File: src/rtl/scoped_stack_allocator_lookup_top_assert.svh
// Assertion helpers used by the top-level RTL.
`ifndef SCOPED_STACK_ALLOCATOR_LOOKUP_TOP_ASSERT_SVH
`define SCOPED_STACK_ALLOCATOR_LOOKUP_TOP_ASSERT_SVH

// Same-cycle implication.
`define SSAL_ASSERT_NOW(lbl, clk, rst, ante, cons, msg) \
   lbl: assert property (@(posedge clk) disable iff (rst) (ante) |-> (cons)) else $error(msg);

// Next-cycle implication.
`define SSAL_ASSERT_NEXT(lbl, clk, rst, ante, cons, msg) \
   lbl: assert property (@(posedge clk) disable iff (rst) (ante) |=> (cons)) else $error(msg);

`endif

File: src/rtl/ssal_pkg.sv
`default_nettype none

package ssal_pkg;

   localparam int OP_W    = 2;
   localparam int KEY_W   = 64;
   localparam int FIELD_W = 13;
   localparam int STAT_W  = 3;

   typedef enum logic [OP_W-1:0] {
      OP_PUSH   = 2'd0,
      OP_POP    = 2'd1,
      OP_LOOKUP = 2'd2,
      OP_NONE   = 2'd3
   } ssal_op_type;

   typedef enum logic [STAT_W-1:0] {
      ST_OK        = 3'd0,
      ST_NOT_FOUND = 3'd1,
      ST_EMPTY     = 3'd2,
      ST_FULL      = 3'd3,
      ST_POOL      = 3'd4
   } ssal_status_type;

   typedef enum logic {
      S_IDLE,
      S_SEARCH
   } ssal_state_type;

   // shift command broadcast to every cell
   typedef struct packed {
      logic push;
      logic pop;
   } ssal_shift_type;

endpackage

`default_nettype wire

File: src/rtl/ssal_cell.sv
`default_nettype none

// One stack slot plus one stage of the newest-first match chain.
module ssal_cell #(
   parameter int KEY_BITS = 64,
   parameter int OFS_W    = 13,
   parameter int DEPTH_W  = 9,
   parameter int INDEX    = 0
) (
   input  logic                         clock,
   input  ssal_pkg::ssal_shift_type     shift,
   input  logic [DEPTH_W-1:0]           depth,
   input  logic [KEY_BITS-1:0]          query_key,
   input  logic [KEY_BITS-1:0]          newer_key,
   input  logic [OFS_W-1:0]             newer_ofs,
   input  logic [ssal_pkg::FIELD_W-1:0] newer_size,
   input  logic [KEY_BITS-1:0]          older_key,
   input  logic [OFS_W-1:0]             older_ofs,
   input  logic [ssal_pkg::FIELD_W-1:0] older_size,
   output logic [KEY_BITS-1:0]          own_key,
   output logic [OFS_W-1:0]             own_ofs,
   output logic [ssal_pkg::FIELD_W-1:0] own_size,
   input  logic                         chain_hit,
   input  logic [OFS_W-1:0]             chain_ofs,
   input  logic [ssal_pkg::FIELD_W-1:0] chain_size,
   output logic                         res_hit,
   output logic [OFS_W-1:0]             res_ofs,
   output logic [ssal_pkg::FIELD_W-1:0] res_size
);
   import ssal_pkg::*;

   logic [KEY_BITS-1:0] key_ff,  key_in;
   logic [OFS_W-1:0]    ofs_ff,  ofs_in;
   logic [FIELD_W-1:0]  size_ff, size_in;
   logic                hit_ff,  hit_in;
   logic [OFS_W-1:0]    rofs_ff, rofs_in;
   logic [FIELD_W-1:0]  rsize_ff, rsize_in;
   logic                live;

   always_comb begin
      key_in  = key_ff;
      ofs_in  = ofs_ff;
      size_in = size_ff;
      if (shift.push) begin
         key_in  = newer_key;
         ofs_in  = newer_ofs;
         size_in = newer_size;
      end else if (shift.pop) begin
         key_in  = older_key;
         ofs_in  = older_ofs;
         size_in = older_size;
      end
   end

   // slot holds a record only below the stack depth
   assign live = DEPTH_W'(INDEX) < depth;

   always_comb begin
      if (live && (key_ff == query_key)) begin
         hit_in   = 1'b1;
         rofs_in  = ofs_ff;
         rsize_in = size_ff;
      end else begin
         hit_in   = chain_hit;
         rofs_in  = chain_ofs;
         rsize_in = chain_size;
      end
   end

   always_ff @(posedge clock) begin
      key_ff   <= key_in;
      ofs_ff   <= ofs_in;
      size_ff  <= size_in;
      hit_ff   <= hit_in;
      rofs_ff  <= rofs_in;
      rsize_ff <= rsize_in;
   end

   assign own_key  = key_ff;
   assign own_ofs  = ofs_ff;
   assign own_size = size_ff;
   assign res_hit  = hit_ff;
   assign res_ofs  = rofs_ff;
   assign res_size = rsize_ff;

endmodule

`default_nettype wire

File: config.mk
export PLATFORM = sky130hd
export DESIGN_NAME = ssal_cell
export DESIGN_NICKNAME = d
export VERILOG_FILES = /design/src/rtl/scoped_stack_allocator_lookup_top_assert.svh /design/src/rtl/ssal_pkg.sv /design/src/rtl/ssal_cell.sv
export SDC_FILE = /design/constraint.sdc
export NUM_CORES = 1
export LEC_CHECK = 0
export BUFFER_PORTS_ARGS = -buffer_cell sky130_fd_sc_hd__buf_2
export CAP_MARGIN = 20
export CORE_AREA = 5 5 152 154
export DETAILED_ROUTE_END_ITERATION = 10
export DIE_AREA = 0 0 157 159
export GPL_ROUTABILITY_DRIVEN = 0
export GPL_TIMING_DRIVEN = 0
export SLEW_MARGIN = 20
export SYNTH_ARGS = -nofsm -noshare
export SYNTH_HDL_FRONTEND = slang
export SYNTH_SLANG_ARGS = --single-unit
File: constraint.sdc
create_clock -name clock -period 3.4 [get_ports clock]
set_clock_uncertainty 0.15 [all_clocks]
set_input_delay 0 -clock clock [delete_from_list [all_inputs] [get_ports clock]]
set_output_delay 0 -clock clock [all_outputs]
set_load 0.005 [all_outputs]
# Yosys cells after proc, flatten, opt, wreduce, memory -nomap -nowiden

Index checks and enable logic that the tools add are counted.

$lt $le $gt $ge: 1
Equality and inequality tests: 1
Mux-type cells: 8
Reductions and logical operators: 2

Operators by type and width:

| cell                                              | number |
|---|---|
| 2-to-1 mux 64 bit                                 | 2 |
| 2-to-1 mux 13 bit                                 | 6 |
| == test 64 bit                                    | 1 |
| < comparator 1 x 9 -> 1 bit, first input constant | 1 |
| nonzero test 2 bit                                | 1 |
| logical AND 1 bit                                 | 1 |

Register bits: 117
Bits of input ports: 283
Output and inout bits: 117
Logic and storage cells: 18

# Logic depth before layout (Yosys ltp)

Depth in word-level cells: 3
Depth in mapped cells: 7

# Worst setup path before layout

OpenSTA, ideal clock, no wires.

Path kind: input-to-reg
Start point: input port shift[1] (netlist bit)
End point: register key_ff[0] (netlist: own_key[0]), enable pin
Library setup time: 0.410 ns
Data arrival time: 1.816 ns
Data required time: 2.840 ns
Slack: 1.024 ns
Stages: 3
Cell sequence: clkbuf_1 clkbuf_1 or2_2

Longest elaborated chain between the ends: 1

RTL lines:

| element                      | line            | RTL |
|---|---|---|
| start: declaration           | ssal_cell.sv:11 | `input ssal_pkg::ssal_shift_type shift,` |
| nonzero test 2 bit (no line) | n/a             |  |
| end signal: assignment       | ssal_cell.sv:71 | `key_ff <= key_in;` |
| end: declaration             | ssal_cell.sv:32 | `logic [KEY_BITS-1:0] key_ff, key_in;` |

Every way passes these cells.
A chain may end at the register's enable or synchronous reset.

# Worst setup path after layout

Start point: register key_ff[3] (netlist: own_key[3])
End point: register rsize_ff[9] (netlist: res_size[9])

Longest elaborated chain between the ends: 3

RTL lines:

| element                | line            | RTL |
|---|---|---|
| == test 64 bit         | ssal_cell.sv:59 | `if (live && (key_ff == query_key)) begin` |
| logical AND 1 bit      | ssal_cell.sv:59 |  |
| 2-to-1 mux 13 bit      | ssal_cell.sv:59 |  |
| named net rsize_in[9]  | ssal_cell.sv:37 | `logic [FIELD_W-1:0] rsize_ff, rsize_in;` |
| end signal: assignment | ssal_cell.sv:76 | `rsize_ff <= rsize_in;` |
| end: declaration       | ssal_cell.sv:37 |  |

The timed path passes the listed nets, and every way through them passes these cells.

==> results.toml <==
[run_status]
status = "finished clean"

[clocking]
cts_buffers = 17
clk_pin_slew_ns = 0.06
htreeDepth = 4
insertion_delay_ns = 0.41
cts_root_buffer = "clkbuf_16"
cts_tree = "built"
ctsLongestPathBuffers = 2
cts.sinks = 117

[sta]
layout_worst_path_cycle_share = 0.761
rsz0062_at_grt = "no"
worst_slew_pin_slew_ns = 1.04
slew_viol_final = 0
hold_violations = 0
slew_headroom = 0.304
post-route-min-period_ns = 2.59
setup_viol = 0
worst_slack_ns = 0.814
max_freq_ghz = 0.387

[synthesis]
synthXorXnorAreaFrac = 0.103
synth_area_leaders = "edfxtp_1 50%, mux2_2 20%, dfxtp_1 9.9%"
synthCells = 336
yosys_warnings = 0
synth_area_um2 = 5440
ys_ff_latch = 117
synth_compound_area_frac = 0.00161
synth_top_family_by_area = "multiplexers"
synth.top_cell.area_share = 0.497
muxShareOfSynthArea = 0.253
synth_nets = 619
yosysTopAreaCell = "edfxtp_1"
yosysSeqAreaShare = 0.596
synthDistinctLibCells = 18
yosys.area_share.simple = 0.0350
avgSynthCellArea_um2 = 16.2
synthAdderAreaFrac = 0

[finish]
area_growth_syn_to_layout_pct = 93.0
most-common-layout-cells = "398 x buf_2, 207 x dlygate4sd3_1, 97 x mux2_2"
final_common_cell = "buf_2"
nets = 1244
finish.instance_area_um2 = 10500
drive_gt1_frac = 0.568

[setup_path]
end_kind = "flip-flop"
crit_type = "flip-flop to flip-flop"
crit_chain = "xor2_1 > nor4_1 > nand4_1 > nor3_2 > nand4_4 > buf_6 > mux2_4"
crit_arrival_ns = 2.73
critical_path.max_stage_delay_ns = 0.41
cp.required_ns = 3.54
start_kind = "flip-flop"
crit_slowest_cell = "edfxtp_1"
worst-path-max-fanout = 10

[global_routing]
grt_pass1_wl_um = 33100
grt_overflow = 0
grt_pass1_vias = 5879
globalRouteTotalUtil = 0.177
antenna_found_initial = 4
grt_start_max_net_pins = 52

[power_and_ir_drop]
p_leak_uw = 0.00469
power_density_nw_per_um2 = 428
finalPower_uw = 4490
ir_drop_uv = 261

[route]
first_iter_violations = 201
drt.antenna.violating_nets = 0
wirelength_um = 23000
drc_errors = 0
vias = 5312
routedWlPerCell_um = 18.3
drt_pre_antenna_iters = 4
avgViaCountPerCell = 4.23

[placed_design]
place_area_um2 = 7810
place_ws_ns = 0.498
place_hpwl_um = 16600
io_buffers = 398

[min_path]
holdCritPathClass = "input pin to flip-flop"

[die]
io_pins = 400
die_area_um2 = 25000
fp.dieW_um = 157
fp.dieH_um = 159
num_rows = 54
initial_core_util = 0.252
core-area_um2 = 21600

[job]
max_cap_violations = 0
==> logic make-up (layout without fill, tap and decap cells) <==
family | count (synthesis) | in the layout
AOI/OAI and AO/OA | 1 | 1
xor gates and xnor gates | 64 | 64
buffers and inverters | 12 | 650
DFF | 117 | 117
muxes | 116 | 116
other | 0 | 2
and+or+nand+nor | 26 | 26
==> flip-flops by register name (all words and copies together), names as in the netlist <==
register,cells
own_key,64
own_ofs,13
own_size,13
res_hit,1
res_ofs,13
res_size,13
==> worst paths after layout <==
check	from	end	slack, ns	cells after the start
worst max-delay path	own_key[3]	res_size[9]	0.81	7
worst min register to register	own_ofs[1]	res_ofs[1]	0.35	1
worst min-delay path	query_key[55]	res_size[0]	0.13	6
worst max register to register	own_key[3]	res_size[9]	0.81	7
==> through the flow <==
stage	cells	hold slack (ns)	util	TNS [ns]
2_1_floorplan	336	-0.0485	-	0
6_report	1256	0.133	0.487	0
4_1_cts	1254	0.136	0.487	0
3_3_place_gp	1014	0.0382	0.361	-34.72
5_1_grt	1256	0.140	0.487	0
3_5_place_dp	1015	0.0390	0.362	0
==> power breakdown <==
group	total [µW]	switching [µW]	internal (µW)
combinational	877	316	561
clock	1820	673	1150
sequential	1790	87.2	1700
total	4490	1080	3410
==> Yosys cell counts <==
master and count:
or2_2 1, edfxtp_1 90, nor3_2 1, dfxtp_1 27
nor2_1 1, nand4_4 1, xnor2_1 48, buf_6 2
nand4_1 13, xor2_1 16, nor3_1 1, nor4_1 5
mux2_4 19, a311oi_1 1, mux2_2 97, nor4_2 2
nand2b_1 1, clkbuf_1 10
==> repair_timing <==
item,4_1_cts,5_1_grt
hold buffers,207,0
gates resized for setup,0,0
hold endpoints to repair,117,0
buffers inserted,0,0
==> metal layers <==
layer  wire length (µm)  vias to the layer above  GRT usage
met5                 21                        -          0
met4                456                        4     0.0615
met3               1570                       33     0.0481
met2              12400                      230      0.328
met1               8630                     2522      0.191
li1                   -                     2523          -
==> cell type report <==
cell class	count	area, µm²
Tap cell	280	350
Timing Repair Buffer	606	4090
Sequential cell	117	3240
Antenna cell	2	5.00
Buffer	12	60.1
Clock inverter	8	53.8
Clock buffer	24	557
Multi-Input combinational cell	207	2140
Fill cell	1922	11100
==> critical path, delay by kind of cell, from the launching register on <==
family                    cells  cell delay, ns
muxes                         1            0.32
xor gates and xnor gates      1            0.16
DFF                           1            0.41
buffers and inverters         1            0.27
and+or+nand+nor               4            1.15
(Power assumes the default switching activity.)
